==> src/design/ctb_pkg.sv <==
// Shared state codes, context codes, a configuration register index and byte constants of the token boundary step.
package ctb_pkg;

  localparam int unsigned STATE_W = 6;
  localparam int unsigned MODE_W  = 4;
  localparam int unsigned CHAR_W  = 8;

  typedef logic [STATE_W-1:0] lex_state_t;
  typedef logic [MODE_W-1:0]  pp_mode_t;
  typedef logic [CHAR_W-1:0]  char_t;

  // lexer states, dense encoding
  localparam lex_state_t ST_DEFAULT  = 6'd0;
  localparam lex_state_t ST_IDENT    = 6'd1;
  localparam lex_state_t ST_POUND    = 6'd2;
  localparam lex_state_t ST_PP       = 6'd3;
  localparam lex_state_t ST_PPDEF    = 6'd4;
  localparam lex_state_t ST_PRE_R    = 6'd5;
  localparam lex_state_t ST_PRE_LU8  = 6'd6;
  localparam lex_state_t ST_PRE_U    = 6'd7;
  localparam lex_state_t ST_NUM      = 6'd8;
  localparam lex_state_t ST_NUM0     = 6'd9;
  localparam lex_state_t ST_FLOAT    = 6'd10;
  localparam lex_state_t ST_EXP0     = 6'd11;
  localparam lex_state_t ST_EXP1     = 6'd12;
  localparam lex_state_t ST_HEX      = 6'd13;
  localparam lex_state_t ST_DOT      = 6'd14;
  localparam lex_state_t ST_ELLIPSIS = 6'd15;
  localparam lex_state_t ST_LESS     = 6'd16;
  localparam lex_state_t ST_LESS2    = 6'd17;
  localparam lex_state_t ST_MORE     = 6'd18;
  localparam lex_state_t ST_MORE2    = 6'd19;
  localparam lex_state_t ST_CPRE     = 6'd20;
  localparam lex_state_t ST_LCOM     = 6'd21;
  localparam lex_state_t ST_LCOM_BS  = 6'd22;
  localparam lex_state_t ST_BCOM     = 6'd23;
  localparam lex_state_t ST_BCOM_END = 6'd24;
  localparam lex_state_t ST_MINUS    = 6'd25;
  localparam lex_state_t ST_ARROW    = 6'd26;
  localparam lex_state_t ST_AND      = 6'd27;
  localparam lex_state_t ST_OR       = 6'd28;
  localparam lex_state_t ST_PLUS     = 6'd29;
  localparam lex_state_t ST_COLON    = 6'd30;
  localparam lex_state_t ST_SINGLE   = 6'd31;
  localparam lex_state_t ST_ERRMSG   = 6'd32;
  localparam lex_state_t ST_CHAR     = 6'd33;
  localparam lex_state_t ST_STR      = 6'd34;
  localparam lex_state_t ST_RAW      = 6'd35;
  localparam lex_state_t ST_INCL     = 6'd36;
  localparam lex_state_t ST_SENTINEL = 6'd37;

  // preprocessor contexts
  localparam pp_mode_t PP_DEFAULT = 4'd0;
  localparam pp_mode_t PP_INCLUDE = 4'd1;
  localparam pp_mode_t PP_ERROR   = 4'd7;

  // configuration register index
  localparam int unsigned REG_QUOTES_AS_IDENT = 0;

  // source bytes
  localparam char_t CH_NUL    = 8'h00;
  localparam char_t CH_VT     = 8'h0B;
  localparam char_t CH_FF     = 8'h0C;
  localparam char_t CH_CR     = 8'h0D;
  localparam char_t CH_LF     = 8'h0A;
  localparam char_t CH_SPACE  = 8'h20;
  localparam char_t CH_BANG   = 8'h21;
  localparam char_t CH_DQUOTE = 8'h22;
  localparam char_t CH_POUND  = 8'h23;
  localparam char_t CH_DOLLAR = 8'h24;
  localparam char_t CH_PCT    = 8'h25;
  localparam char_t CH_AMP    = 8'h26;
  localparam char_t CH_SQUOTE = 8'h27;
  localparam char_t CH_LPAREN = 8'h28;
  localparam char_t CH_RPAREN = 8'h29;
  localparam char_t CH_STAR   = 8'h2A;
  localparam char_t CH_PLUS   = 8'h2B;
  localparam char_t CH_COMMA  = 8'h2C;
  localparam char_t CH_MINUS  = 8'h2D;
  localparam char_t CH_DOT    = 8'h2E;
  localparam char_t CH_SLASH  = 8'h2F;
  localparam char_t CH_0      = 8'h30;
  localparam char_t CH_1      = 8'h31;
  localparam char_t CH_8      = 8'h38;
  localparam char_t CH_9      = 8'h39;
  localparam char_t CH_COLON  = 8'h3A;
  localparam char_t CH_SEMI   = 8'h3B;
  localparam char_t CH_LT     = 8'h3C;
  localparam char_t CH_EQ     = 8'h3D;
  localparam char_t CH_GT     = 8'h3E;
  localparam char_t CH_QMARK  = 8'h3F;
  localparam char_t CH_AT     = 8'h40;
  localparam char_t CH_UC_A   = 8'h41;
  localparam char_t CH_UC_F   = 8'h46;
  localparam char_t CH_UC_L   = 8'h4C;
  localparam char_t CH_UC_R   = 8'h52;
  localparam char_t CH_UC_U   = 8'h55;
  localparam char_t CH_UC_Z   = 8'h5A;
  localparam char_t CH_LBRACK = 8'h5B;
  localparam char_t CH_BSLASH = 8'h5C;
  localparam char_t CH_RBRACK = 8'h5D;
  localparam char_t CH_CARET  = 8'h5E;
  localparam char_t CH_UNDER  = 8'h5F;
  localparam char_t CH_LC_A   = 8'h61;
  localparam char_t CH_LC_E   = 8'h65;
  localparam char_t CH_LC_F   = 8'h66;
  localparam char_t CH_LC_U   = 8'h75;
  localparam char_t CH_LC_X   = 8'h78;
  localparam char_t CH_LC_Z   = 8'h7A;
  localparam char_t CH_LBRACE = 8'h7B;
  localparam char_t CH_PIPE   = 8'h7C;
  localparam char_t CH_RBRACE = 8'h7D;
  localparam char_t CH_TILDE  = 8'h7E;

endpackage

==> src/design/cpp_token_boundary_step.sv <==
// Top level: one transition of the C/C++ tokenizer automaton per input word.
//
// Each input word carries a lexer state, a preprocessor context and one source byte; the
// block returns the next lexer state with tlast set when the token ends at that byte.
// A word is held in the input register at acceptance and moves on to the output register
// once that register is empty or being read (the transition decode sits between the two
// registers), and a new word is taken every cycle as long as the output side keeps up; a
// stalled output backs up through both registers before in_tready drops. The block does
// not feed the next state back by itself: the user returns out_tdata's state with the
// following byte. The user must write the quotes_as_identifier register (configuration
// byte address 0) only while the block is idle; the block itself does not enforce this.
module cpp_token_boundary_step (
  input  logic        clk,
  input  logic        rst_n,
  // in_tdata: [5:0] current_state, [9:6] pp_mode, [17:10] char_byte, [23:18] zero
  input  logic        in_tvalid,
  output logic        in_tready,
  input  logic [23:0] in_tdata,
  // out_tdata: [5:0] next_state, [7:6] zero; out_tlast: token_end
  output logic        out_tvalid,
  input  logic        out_tready,
  output logic [7:0]  out_tdata,
  output logic        out_tlast,
  input  logic        cfg_psel,
  input  logic        cfg_penable,
  input  logic        cfg_pwrite,
  input  logic [2:0]  cfg_paddr,
  input  logic [31:0] cfg_pwdata,
  output logic [31:0] cfg_prdata,
  output logic        cfg_pready
);

  logic quotes_id_r;

  logic                s1_vld_r;
  ctb_pkg::lex_state_t s1_state_r;
  ctb_pkg::pp_mode_t   s1_mode_r;
  ctb_pkg::char_t      s1_char_r;

  logic                out_vld_r;
  ctb_pkg::lex_state_t out_state_r;
  logic                out_end_r;

  logic                s1_adv;
  ctb_pkg::lex_state_t state_nxt;
  logic                end_nxt;

  logic c_digit, c_alpha, c_high, c_quote_id, c_ident_any, c_ident_letters, c_ident_start;
  logic c_hex;
  logic reg_sel;

  // configuration
  assign cfg_pready = 1'b1;
  assign reg_sel    = (cfg_paddr[2] == 1'(ctb_pkg::REG_QUOTES_AS_IDENT));
  assign cfg_prdata = reg_sel ? {31'd0, quotes_id_r} : 32'd0;

  always_ff @(posedge clk) begin
    if (!rst_n) begin
      quotes_id_r <= 1'b0;
    end else if (cfg_psel && cfg_penable && cfg_pwrite && cfg_pready && reg_sel) begin
      quotes_id_r <= cfg_pwdata[0];
    end
  end

  // two-stage flow control
  assign s1_adv    = !out_vld_r || out_tready;
  assign in_tready = !s1_vld_r || s1_adv;

  always_ff @(posedge clk) begin
    if (!rst_n) begin
      s1_vld_r  <= 1'b0;
      out_vld_r <= 1'b0;
    end else begin
      if (in_tready) s1_vld_r <= in_tvalid;
      if (s1_adv)    out_vld_r <= s1_vld_r;
    end
  end

  always_ff @(posedge clk) begin
    if (in_tvalid && in_tready) begin
      s1_state_r <= in_tdata[5:0];
      s1_mode_r  <= in_tdata[9:6];
      s1_char_r  <= in_tdata[17:10];
    end
    if (s1_vld_r && s1_adv) begin
      out_state_r <= state_nxt;
      out_end_r   <= end_nxt;
    end
  end

  assign out_tvalid = out_vld_r;
  assign out_tdata  = {2'b00, out_state_r};
  assign out_tlast  = out_end_r;

  // byte classes
  always_comb begin
    c_digit    = (s1_char_r >= ctb_pkg::CH_0) && (s1_char_r <= ctb_pkg::CH_9);
    c_alpha    = ((s1_char_r >= ctb_pkg::CH_LC_A) && (s1_char_r <= ctb_pkg::CH_LC_Z)) ||
                 ((s1_char_r >= ctb_pkg::CH_UC_A) && (s1_char_r <= ctb_pkg::CH_UC_Z));
    c_high     = s1_char_r[7];
    c_quote_id = quotes_id_r &&
                 ((s1_char_r == ctb_pkg::CH_SQUOTE) || (s1_char_r == ctb_pkg::CH_DQUOTE));
    c_ident_letters = c_alpha || c_high || c_quote_id;
    c_ident_start   = c_ident_letters || (s1_char_r == ctb_pkg::CH_UNDER) ||
                      (s1_char_r == ctb_pkg::CH_DOLLAR);
    c_ident_any     = c_ident_start || c_digit;
    c_hex      = c_digit || c_high ||
                 ((s1_char_r >= ctb_pkg::CH_LC_A) && (s1_char_r <= ctb_pkg::CH_LC_F)) ||
                 ((s1_char_r >= ctb_pkg::CH_UC_A) && (s1_char_r <= ctb_pkg::CH_UC_F));
  end

  // transition decode
  always_comb begin
    state_nxt = s1_state_r;
    end_nxt   = 1'b0;
    if (s1_char_r == ctb_pkg::CH_NUL) begin
      end_nxt = 1'b1;
    end else if (s1_mode_r == ctb_pkg::PP_ERROR) begin
      state_nxt = ctb_pkg::ST_ERRMSG;
      end_nxt   = (s1_char_r == ctb_pkg::CH_LF);
    end else begin
      case (s1_state_r)
        ctb_pkg::ST_DEFAULT: begin
          if (s1_char_r == ctb_pkg::CH_UC_R) begin
            state_nxt = ctb_pkg::ST_PRE_R;
          end else if (s1_char_r == ctb_pkg::CH_UC_U || s1_char_r == ctb_pkg::CH_UC_L) begin
            state_nxt = ctb_pkg::ST_PRE_LU8;
          end else if (s1_char_r == ctb_pkg::CH_LC_U) begin
            state_nxt = ctb_pkg::ST_PRE_U;
          end else if (c_ident_start) begin
            state_nxt = ctb_pkg::ST_IDENT;
          end else if (s1_char_r >= ctb_pkg::CH_1 && s1_char_r <= ctb_pkg::CH_9) begin
            state_nxt = ctb_pkg::ST_NUM;
          end else if (s1_char_r == ctb_pkg::CH_0) begin
            state_nxt = ctb_pkg::ST_NUM0;
          end else begin
            case (s1_char_r)
              ctb_pkg::CH_SQUOTE: begin
                state_nxt = ctb_pkg::ST_CHAR;
                end_nxt   = 1'b1;
              end
              ctb_pkg::CH_DQUOTE: begin
                state_nxt = ctb_pkg::ST_STR;
                end_nxt   = 1'b1;
              end
              ctb_pkg::CH_SLASH: state_nxt = ctb_pkg::ST_CPRE;
              ctb_pkg::CH_DOT:   state_nxt = ctb_pkg::ST_DOT;
              ctb_pkg::CH_LT: begin
                // include context turns '<' into a header name unless quotes count as identifiers
                if (s1_mode_r == ctb_pkg::PP_INCLUDE && !quotes_id_r) begin
                  state_nxt = ctb_pkg::ST_INCL;
                  end_nxt   = 1'b1;
                end else begin
                  state_nxt = ctb_pkg::ST_LESS;
                end
              end
              ctb_pkg::CH_GT:    state_nxt = ctb_pkg::ST_MORE;
              ctb_pkg::CH_MINUS: state_nxt = ctb_pkg::ST_MINUS;
              ctb_pkg::CH_AMP:   state_nxt = ctb_pkg::ST_AND;
              ctb_pkg::CH_PIPE:  state_nxt = ctb_pkg::ST_OR;
              ctb_pkg::CH_PLUS:  state_nxt = ctb_pkg::ST_PLUS;
              ctb_pkg::CH_COLON: state_nxt = ctb_pkg::ST_COLON;
              ctb_pkg::CH_STAR, ctb_pkg::CH_PCT, ctb_pkg::CH_CARET, ctb_pkg::CH_EQ,
              ctb_pkg::CH_BANG:  state_nxt = ctb_pkg::ST_SINGLE;
              ctb_pkg::CH_POUND:
                state_nxt = (s1_mode_r == ctb_pkg::PP_DEFAULT) ? ctb_pkg::ST_PP
                                                               : ctb_pkg::ST_POUND;
              ctb_pkg::CH_LBRACE, ctb_pkg::CH_RBRACE, ctb_pkg::CH_LBRACK,
              ctb_pkg::CH_RBRACK, ctb_pkg::CH_LPAREN, ctb_pkg::CH_RPAREN,
              ctb_pkg::CH_TILDE, ctb_pkg::CH_COMMA, ctb_pkg::CH_SEMI,
              ctb_pkg::CH_QMARK, ctb_pkg::CH_AT, ctb_pkg::CH_BSLASH:
                end_nxt = 1'b1;
              default: ;
            endcase
          end
        end
        ctb_pkg::ST_IDENT: end_nxt = !c_ident_any;
        ctb_pkg::ST_POUND: end_nxt = 1'b1;
        ctb_pkg::ST_PP: begin
          if (!(s1_char_r == ctb_pkg::CH_SPACE || s1_char_r == ctb_pkg::CH_CR ||
                s1_char_r == ctb_pkg::CH_VT || s1_char_r == ctb_pkg::CH_FF)) begin
            if (c_ident_letters) state_nxt = ctb_pkg::ST_PPDEF;
            else                 end_nxt   = 1'b1;
          end
        end
        ctb_pkg::ST_PPDEF: end_nxt = !c_ident_letters;
        ctb_pkg::ST_PRE_R: begin
          if (quotes_id_r) begin
            state_nxt = ctb_pkg::ST_SENTINEL;
            end_nxt   = 1'b1;
          end else if (s1_char_r == ctb_pkg::CH_DQUOTE) begin
            state_nxt = ctb_pkg::ST_RAW;
            end_nxt   = 1'b1;
          end else begin
            state_nxt = ctb_pkg::ST_IDENT;
            end_nxt   = !c_ident_any;
          end
        end
        ctb_pkg::ST_PRE_LU8, ctb_pkg::ST_PRE_U: begin
          if (quotes_id_r) begin
            state_nxt = ctb_pkg::ST_SENTINEL;
            end_nxt   = 1'b1;
          end else if (s1_char_r == ctb_pkg::CH_DQUOTE) begin
            state_nxt = ctb_pkg::ST_STR;
            end_nxt   = 1'b1;
          end else if (s1_char_r == ctb_pkg::CH_SQUOTE) begin
            state_nxt = ctb_pkg::ST_CHAR;
            end_nxt   = 1'b1;
          end else if (s1_char_r == ctb_pkg::CH_UC_R) begin
            state_nxt = ctb_pkg::ST_PRE_R;
          end else if (s1_char_r == ctb_pkg::CH_8 && s1_state_r == ctb_pkg::ST_PRE_U) begin
            state_nxt = ctb_pkg::ST_PRE_LU8;
          end else begin
            state_nxt = ctb_pkg::ST_IDENT;
            end_nxt   = !c_ident_any;
          end
        end
        ctb_pkg::ST_NUM: begin
          if (!c_digit) begin
            if (s1_char_r == ctb_pkg::CH_DOT) state_nxt = ctb_pkg::ST_FLOAT;
            else                              end_nxt   = 1'b1;
          end
        end
        ctb_pkg::ST_NUM0: begin
          if (c_digit)                           state_nxt = ctb_pkg::ST_NUM;
          else if (s1_char_r == ctb_pkg::CH_LC_X) state_nxt = ctb_pkg::ST_HEX;
          else if (s1_char_r == ctb_pkg::CH_DOT)  state_nxt = ctb_pkg::ST_FLOAT;
          else                                   end_nxt   = 1'b1;
        end
        ctb_pkg::ST_FLOAT: begin
          if (!c_digit) begin
            if (s1_char_r == ctb_pkg::CH_LC_E) state_nxt = ctb_pkg::ST_EXP0;
            else                               end_nxt   = 1'b1;
          end
        end
        ctb_pkg::ST_EXP0: begin
          if (c_digit || s1_char_r == ctb_pkg::CH_MINUS) state_nxt = ctb_pkg::ST_EXP1;
          else                                           end_nxt   = 1'b1;
        end
        ctb_pkg::ST_EXP1: end_nxt = !c_digit;
        ctb_pkg::ST_HEX:  end_nxt = !c_hex;
        ctb_pkg::ST_DOT: begin
          if (c_digit)                          state_nxt = ctb_pkg::ST_FLOAT;
          else if (s1_char_r == ctb_pkg::CH_DOT) state_nxt = ctb_pkg::ST_ELLIPSIS;
          else                                  end_nxt   = 1'b1;
        end
        ctb_pkg::ST_LESS: begin
          if (s1_char_r == ctb_pkg::CH_LT) state_nxt = ctb_pkg::ST_LESS2;
          else                             end_nxt   = 1'b1;
        end
        ctb_pkg::ST_MORE: begin
          if (s1_char_r == ctb_pkg::CH_GT) state_nxt = ctb_pkg::ST_MORE2;
          else                             end_nxt   = 1'b1;
        end
        ctb_pkg::ST_CPRE: begin
          if (s1_char_r == ctb_pkg::CH_SLASH)     state_nxt = ctb_pkg::ST_LCOM;
          else if (s1_char_r == ctb_pkg::CH_STAR) state_nxt = ctb_pkg::ST_BCOM;
          else                                    end_nxt   = 1'b1;
        end
        ctb_pkg::ST_LCOM: begin
          if (s1_char_r == ctb_pkg::CH_BSLASH)  state_nxt = ctb_pkg::ST_LCOM_BS;
          else if (s1_char_r == ctb_pkg::CH_LF) end_nxt   = 1'b1;
        end
        ctb_pkg::ST_LCOM_BS: begin
          // a CR/FF/VT after the backslash keeps the continuation pending
          if (!(s1_char_r == ctb_pkg::CH_CR || s1_char_r == ctb_pkg::CH_FF ||
                s1_char_r == ctb_pkg::CH_VT))
            state_nxt = ctb_pkg::ST_LCOM;
        end
        ctb_pkg::ST_BCOM: begin
          if (s1_char_r == ctb_pkg::CH_STAR) state_nxt = ctb_pkg::ST_BCOM_END;
        end
        ctb_pkg::ST_BCOM_END: begin
          if (s1_char_r == ctb_pkg::CH_SLASH)      end_nxt   = 1'b1;
          else if (s1_char_r != ctb_pkg::CH_STAR)  state_nxt = ctb_pkg::ST_BCOM;
        end
        ctb_pkg::ST_MINUS: begin
          if (s1_char_r == ctb_pkg::CH_GT) state_nxt = ctb_pkg::ST_ARROW;
          else                             end_nxt   = 1'b1;
        end
        ctb_pkg::ST_ELLIPSIS, ctb_pkg::ST_LESS2, ctb_pkg::ST_MORE2, ctb_pkg::ST_ARROW,
        ctb_pkg::ST_AND, ctb_pkg::ST_OR, ctb_pkg::ST_PLUS, ctb_pkg::ST_COLON,
        ctb_pkg::ST_SINGLE:
          end_nxt = 1'b1;
        // terminal and unused codes hold
        default: ;
      endcase
    end
  end

endmodule

==> config.mk <==
export PLATFORM = sky130hd
export DESIGN_NAME = cpp_token_boundary_step
export DESIGN_NICKNAME = d
export VERILOG_FILES = /design/src/design/ctb_pkg.sv /design/src/design/cpp_token_boundary_step.sv
export SDC_FILE = /design/constraint.sdc
export NUM_CORES = 1
export LEC_CHECK = 0
export ABC_CLOCK_PERIOD_IN_PS = 6500
export BUFFER_PORTS_ARGS = -buffer_cell sky130_fd_sc_hd__buf_2
export CAP_MARGIN = 10
export CORE_ASPECT_RATIO = 1.4
export CORE_MARGIN = 2
export CORE_UTILIZATION = 35
export DETAILED_ROUTE_END_ITERATION = 10
export PLACE_DENSITY_LB_ADDON = 0.05
export SLEW_MARGIN = 40
export SYNTH_ARGS = -nofsm -noshare
export SYNTH_HDL_FRONTEND = slang
export SYNTH_SLANG_ARGS = --single-unit
==> constraint.sdc <==
create_clock -name clk -period 6.5 [get_ports clk]
set_input_delay 1.95 -clock clk [delete_from_list [all_inputs] [get_ports clk]]
set_output_delay 1.95 -clock clk [all_outputs]
set_load 0.05 [all_outputs]
After elaboration in Yosys (flattened, before gate mapping)
Cells that the tools add are included. Widths: inputs -> output; s select.

Order comparisons: 9. Equality and inequality tests: 78. Muxes and demuxes: 74. Bitwise operators: 1. Reduce and logical (&&, ||, !) cells: 49.

Operators with widths (count): $mux 6 (35); $eq 8x6->1 const B (24); $eq 8x7->1 const B (16); $pmux 6 s17 (1); $eq 6x5->1 const B (16); $pmux 6 s13 (1); $eq 6x4->1 const B (8); $mux 1 (33); $eq 8x4->1 const B (4); $le 8x7->1 const B (4); $eq 6x3->1 const B (4); $logic_or 1x1->1 (19); $pmux 1 s18 (1); $ge 8x6->1 const B (2); $ge 8x7->1 const B (2); $logic_and 1x1->1 (14); $reduce_or 14->1 (1); $eq 6x2->1 const B (2); $reduce_or 10->1 (1); $le 8x6->1 const B (1); $logic_not 8->1 (1); $ne 8x6->1 const B (1); $logic_not 1->1 (7); $eq 6x1->1 const B (1); other kinds (9) (12).

Flip-flop bits (word level): 28. Input port bits: 66. Output and inout bits: 44. Word-level logic and storage cells: 219.

Longest topological paths before layout
Gate-level depths: netlist (run 1).

Word-level depth: 16. Depth in mapped cells: 9. Depth with buffers taken out: 6.

Worst setup path after synthesis (run 1)
No wires, ideal clock.

Kind: input port to output port. Start: in cfg_paddr[2]. End: out cfg_prdata[0]. Arrival: 2.639 ns. Required time: 4.550 ns. Slack: 1.911 ns. Stages on the path: 1. Path buffers: 0. Cell sequence: nor2b_1.

Longest elaborated chain between the ends: 1.

Ends and longest elaborated chain: from (decl) (line cpp_token_boundary_step.sv:27) `input logic [2:0] cfg_paddr,`; $mux 1 (line cpp_token_boundary_step.sv:55) `assign cfg_prdata = reg_sel ? {31'd0, quotes_id_r} : 32'd0;`; to (decl) (line cpp_token_boundary_step.sv:29) `output logic [31:0] cfg_prdata,`.

Every way passes these cells.

Final worst setup path (run 1)
Start: in out_tready. End: out in_tready.

Longest elaborated chain between the ends: 2.

Ends and longest elaborated chain: from (decl) (line cpp_token_boundary_step.sv:21) `input logic out_tready,`; $logic_or 1x1->1 (line cpp_token_boundary_step.sv:66) `assign s1_adv = !out_vld_r || out_tready;`; $logic_or 1x1->1 (line cpp_token_boundary_step.sv:67) `assign in_tready = !s1_vld_r || s1_adv;`; to (decl) (line cpp_token_boundary_step.sv:17) `output logic in_tready,`.

Every way passes these cells.

==> impl_metrics.csv, run 1 <==
group,metric,value,unit
placement,numPlacedInstances,530,
placement,place_congestion,0.985,
setup_path,cp.required,4.55,ns
routing,first_iter_violations,301,
worst_hold_path,hold_path_depth,1,
synth,synth_area_leaders,"edfxtp_1, buf_4, nand2_1",
clock_network,clk_latency,0.27,ns
floorplanning,ioPinCount,110,
cells_and_area,area_delta_synth_final,4.22,%
worst_hold_path,min_path_type,"reg2reg",
grt,grt_pass1_wl,17.3,mm
timing,finalCriticalPeriod,4.51,ns
setup_path,cp-start-kind,"primary input",
routing,via_per_inst,6.18,
floorplanning,die_area,10500,um^2
setup_path,crit_start,"out_tready",
worst_hold_path,holdPathEnd,"out_tvalid",
timing,rsz0062_at_grt,"false",
clock_network,cts_tree,"yes",
cells_and_area,antenna_cells,0,
routing,wirelength,11.1,mm
setup_path,r2r_slack,3.49,ns
setup_path,critPathTopFamily,"buffers and inverters",
cells_and_area,fin_cells,535,
clock_network,cts_root_buf,"clkbuf_16",
setup_path,critPathMaxFanout,4,
grt,grt_usage,0.213,
timing,setup_viol_count_final,0,
clock_network,clock-sinks,28,
synth,synth_top_area_cell,"edfxtp_1",
timing,fmax,0.222,GHz
synth,ys_ff_latch,28,
clock_network,htreeDepth,1,
pwr,power.density,153,nW/um^2
floorplanning,row_count,42,
timing,finalCritPeriodShare,0.695,
setup_path,crit_type,"in2out",
synth,synth_enable_flop_cells,25,
routing,num_vias,3304,
placement,place_hpwl,8.25,mm
synth,synthFlopType,"edfxtp_1",
timing,worst_slew_pin_slew,0.829,ns
placement,port-buffer-count,36,
timing,maxSlewViolCount,0,
grt,antenna_found_initial,0,
synth,syn_inst,417,
setup_path,cp_common_cell,"buf_2",
floorplanning,die_y,120,um
timing,hold_viol,0,
grt,grt_pass1_vias,3066,
clock_network,hold_buffers,0,
routing,ant_nets,0,
clock_network,clock_path_buffers,2,
setup_path,cp.arrival,2.56,ns
pwr,p_leak,1.27,nW
synth,netlist_area,3380,um^2
floorplanning,start_util,0.360,
synth,ys_async_sr_fraction,0,
synth,ys_types,79,
grt,grt_max_degree,34,
grt,grt_overflow,0,
run_status,status,"finished, final reports clean",
routing,drt_pre_antenna_iters,4,
routing,drc,0,
synth,synth_common_cells,"buf_4, nand2_1, edfxtp_1, a21oi_1",
clock_network,numCtsBuffers,3,
setup_path,endpoint_kind,"primary output",
run,drv_cap,0,
setup_path,path_cells,"buf_2 > nor2b_1 > nand2_1 > buf_2",
synth,avgSynthCellArea,8.11,um^2
synth,yosysWarnings,0,
routing,routedWlPerCell,20.8,um
setup_path,cp_slowest_cell,"buf_2",
setup_path,r2r_cells,6,
synth,seq_area_frac_synth,0.240,
synth,synth_top_area_share,0.222,
timing,fin_skew,0.00536,ns
floorplanning,core_area,9410,um^2
setup_path,regToRegStartpoint,"s1_state_r[3]",
cells_and_area,n_fill_cell,1007,
cells_and_area,drive_gt1_frac,0.158,
timing,slew_headroom,0.447,
worst_hold_path,min_from,"s1_vld_r",
clock_network,cts_resized,0,
cells_and_area,nets,492,
floorplanning,fp.dieW,87.1,um
setup_path,r2r-end,"out_state_r[2]",
clock_network,cts.clk_slew.worst_paths,0.07,ns
setup_path,critPathBufInv,2,
setup_path,cpPeakStageDelay,0.22,ns
timing,setup-tns-final,0,ns
clock_network,post-cts-setup-buffer-count,0,
pwr,max-vdd-ir-drop,0.0000775,V
synth,yosysMostFrequentCell,"buf_4",
how the worst max path moves through the flow:
stage / to / cells after the start / slack [ns]
finish: in_tready / 4 / 1.99
global route: in_tready / 4 / 1.90
CTS: in_tready / 4 / 1.98
detailed placement: in_tready / 4 / 1.98
global placement: in_tready / 4 / 1.98
floorplan: cfg_prdata[0] / 1 / 1.91
cell families (layout without fill, tap and decap cells):
family	after synthesis	after routing	share of synthesized area
buffers and inverters	78	54	0.145
xor gates and xnor gates	1	1	0.00259
DFF	28	28	0.240
and+or+nand+nor	189	189	0.357
AOI/OAI and AO/OA	116	116	0.245
other	2	34	0.00222
muxes	3	3	0.00888
power breakdown:
part | internal, W | switching, W
Sequential | 0.000209 | 0.0000224
Clock | 0.0000843 | 0.0000621
Combinational | 0.0000454 | 0.000116
Total | 0.000338 | 0.000200
through the flow:
| stage | power, W | utilization | cell area (um^2) | hold slack, ns | worst slack, ns |
|---|---|---|---|---|---|
| after global placement | 0.000391 | 0.360 | 3380 | 0.495 | 1.98 |
| after CTS | 0.000542 | 0.374 | 3510 | 0.531 | 1.98 |
| final | 0.000539 | 0.375 | 3530 | 0.528 | 1.99 |
| after detailed placement | 0.000393 | 0.365 | 3440 | 0.515 | 1.98 |
| after floorplan | 0.000375 | - | 3500 | 0.477 | 1.91 |
| after global routing | 0.000561 | 0.375 | 3530 | 0.552 | 1.90 |
cell usage in the layout, fill, tap and decap left out, types with 4 or more instances in the layout:
cell type,instances
nand2_1,40
buf_2,36
conb_1,34
edfxtp_1,25
a21oi_1,24
nor2_1,18
o21ai_0,18
nor2b_1,17
nand3_1,12
a31oi_1,11
nor4_1,10
nor3_1,8
nand4b_1,7
nand2b_1,7
inv_1,6
and2_1,6
and4b_1,6
nand4_1,6
o211ai_1,6
nor3b_1,5
and3_1,5
o21ai_1,4
a41oi_1,4
nor4bb_1,4
nor4b_1,4
o21bai_1,4
a32oi_1,4
a311oi_1,4
buf_4,4
layout make-up:
type	count	area [um^2]	area share
inverters	6	22.5	0.00639
multi-input cells	343	2220	0.629
flip-flops and latches	28	811	0.230
repair buffers	44	259	0.0735
well taps	110	138	0.0390
clock buffers	4	78.8	0.0224
routing by layer:
layer | routed length, um | global-route usage | up-vias
li1 | - | - | 1557
met1 | 4670 | 0.274 | 1588
met2 | 5410 | 0.350 | 131
met3 | 622 | 0.0259 | 28
met4 | 407 | 0.0981 | 0
met5 | 0 | 0 | -
flip-flops by register name, summed over array words and instances, names as in the netlist:
name         count
out_tvalid       1
s1_char_r        8
quotes_id_r      1
s1_vld_r         1
out_tlast        1
s1_mode_r        4
out_state_r      6
s1_state_r       6
No activity file was read; power rests on OpenSTA's default activity.
==> run 2: changes to the inputs <==
Settings changed: ABC_CLOCK_PERIOD_IN_PS 6500 to 3620.
Clock period 6.5 ns to 3.62 ns, I/O delays scaled along.
==> impl_metrics.csv, run 2 (same netlist as run 1, synthesis figures left out) <==
group,metric,value,unit
cells_and_area,n_fill_cell,991,
timing,finalCritPeriodShare,0.808,
timing,fmax,0.342,GHz
cells_and_area,final_common_cell,"nand2_1",
run,drv_cap,0,
setup_path,r2r_cells,7,
cells_and_area,antenna_cells,0,
clock_network,cts_tree,"yes",
run_status,status,"finished, final reports clean",
floorplanning,die_area,10500,um^2
routing,wirelength,11.3,mm
pwr,power.density,271,nW/um^2
clock_network,clock_path_buffers,2,
pwr,p_total,0.000978,W
setup_path,cp.arrival,3.03,ns
cells_and_area,top_register,"s1_char_r",
setup_path,worstSetupEndpoint,"out_state_r[1]",
cells_and_area,final_core_util,0.383,
timing,rsz0062_at_grt,"false",
timing,setup_viol_count_final,0,
clock_network,numCtsBuffers,3,
pwr,p_leak,1.33,nW
clock_network,clk_latency,0.27,ns
grt,grt_usage,0.219,
routing,drc,0,
clock_network,cts_root_buf,"clkbuf_16",
cells_and_area,reg.largest.list,"s1_char_r: 8 flops, out_state_r: 6 flops, s1_state_r: 6 flops",
routing,drt_pre_antenna_iters,5,
clock_network,cts.clk_slew.worst_paths,0.07,ns
setup_path,cp-start-kind,"flop",
cells_and_area,area_delta_synth_final,6.51,%
timing,setup-tns-final,0,ns
worst_hold_path,min_path_type,"reg2reg",
routing,num_vias,3401,
setup_path,r2r_slack,0.69,ns
routing,via_per_inst,6.19,
timing,finalCriticalPeriod,2.93,ns
floorplanning,core_area,9410,um^2
timing,slew_headroom,0.455,
routing,first_iter_violations,229,
routing,ant_nets,0,
timing,maxSlewViolCount,0,
clock_network,clock-sinks,28,
floorplanning,start_util,0.360,
placement,place_congestion,0.976,
cells_and_area,final_cell_mix,"nand2_1, buf_2, conb_1, edfxtp_1, a21oi_1",
routing,routedWlPerCell,20.6,um
setup_path,endpoint_kind,"flop",
grt,grt_pass1_wl,17.7,mm
setup_path,r2r-end,"out_state_r[1]",
clock_network,cts_resized,0,
setup_path,cp.required,3.72,ns
pwr,max-vdd-ir-drop,0.000208,V
setup_path,regToRegStartpoint,"s1_char_r[3]",
setup_path,crit_start,"s1_char_r[3]",
timing,hold_viol,0,
floorplanning,row_count,42,
clock_network,post-cts-setup-buffer-count,0,
floorplanning,ioPinCount,110,
grt,grt_pass1_vias,3131,
cells_and_area,nets,506,
cells_and_area,drive_gt1_frac,0.180,
placement,place_hpwl,8.59,mm
grt,grt_max_degree,28,
grt,grt_overflow,0,
placement,port-buffer-count,36,
clock_network,hold_buffers,0,
timing,fin_skew,0.00756,ns
setup_path,critPathMaxFanout,23,
worst_hold_path,min_from,"s1_vld_r",
clock_network,htreeDepth,1,
grt,antenna_found_initial,0,
floorplanning,die_y,120,um
floorplanning,fp.dieW,87.1,um
cells_and_area,largest_reg_flops,8,
timing,worst_slew_pin_slew,0.810,ns
setup_path,crit_type,"reg2reg",
==> run 2: cell types whose count changed in the layout (fill, tap and decap cells not counted) <==
cell / change
buf_4: +17
buf_6: -2
buf_8: -1
nor4b_1: +1
nor4b_2: -1
nor4bb_1: +1
nor4bb_2: -1
==> run 2: per-layer routing <==
layer	track usage	wire length, um	vias to the layer above
met1	0.281	4710	1596
li1	-	-	1584
met4	0.112	592	0
met2	0.362	5470	178
met3	0.0191	543	43
met5	0	0	-
==> run 2: worst min-delay path by stage <==
stage            endpoint  slack (ns)  cells after the start
6_report       out_tvalid        0.52                      1
5_1_grt          s1_vld_r        0.57                      2
3_5_place_dp   out_tvalid        0.51                      1
2_1_floorplan  out_tvalid        0.48                      1
4_1_cts        out_tvalid        0.53                      1
3_3_place_gp   out_tvalid        0.49                      1
==> run 2: area by class of cell <==
type	count	area, um^2	area share
inverters	6	22.5	0.00625
multi-input cells	343	2200	0.612
well taps	110	138	0.0382
repair buffers	58	349	0.0969
flip-flops and latches	28	811	0.225
clock buffers	4	78.8	0.0219
==> run 2: power by group <==
group,switching (W),internal (W),total (W)
clock,0.000113,0.000151,0.000264
sequential,0.0000304,0.000374,0.000405
combinational,0.000221,0.0000883,0.000309
total,0.000364,0.000614,0.000978
==> run 2: stage by stage <==
step                hold WS [ns]  instances  instance area (um^2)  worst slack [ns]
global route               0.566        549                  3600             0.567
CTS                        0.526        548                  3590             0.702
global placement           0.493        544                  3510             0.689
floorplan                  0.477        449                  3500             0.759
finish                     0.524        549                  3600             0.693
detailed placement         0.511        544                  3510             0.747
==> run 2: worst max-delay path, cell delays in order (launching register included) <==
cell and delay, ns:
edfxtp_1 0.70, buf_4 0.30, or4_4 0.58, o221ai_2 0.23
nand3_2 0.17, nand4b_1 0.26, o211a_1 0.28, a31oi_1 0.22
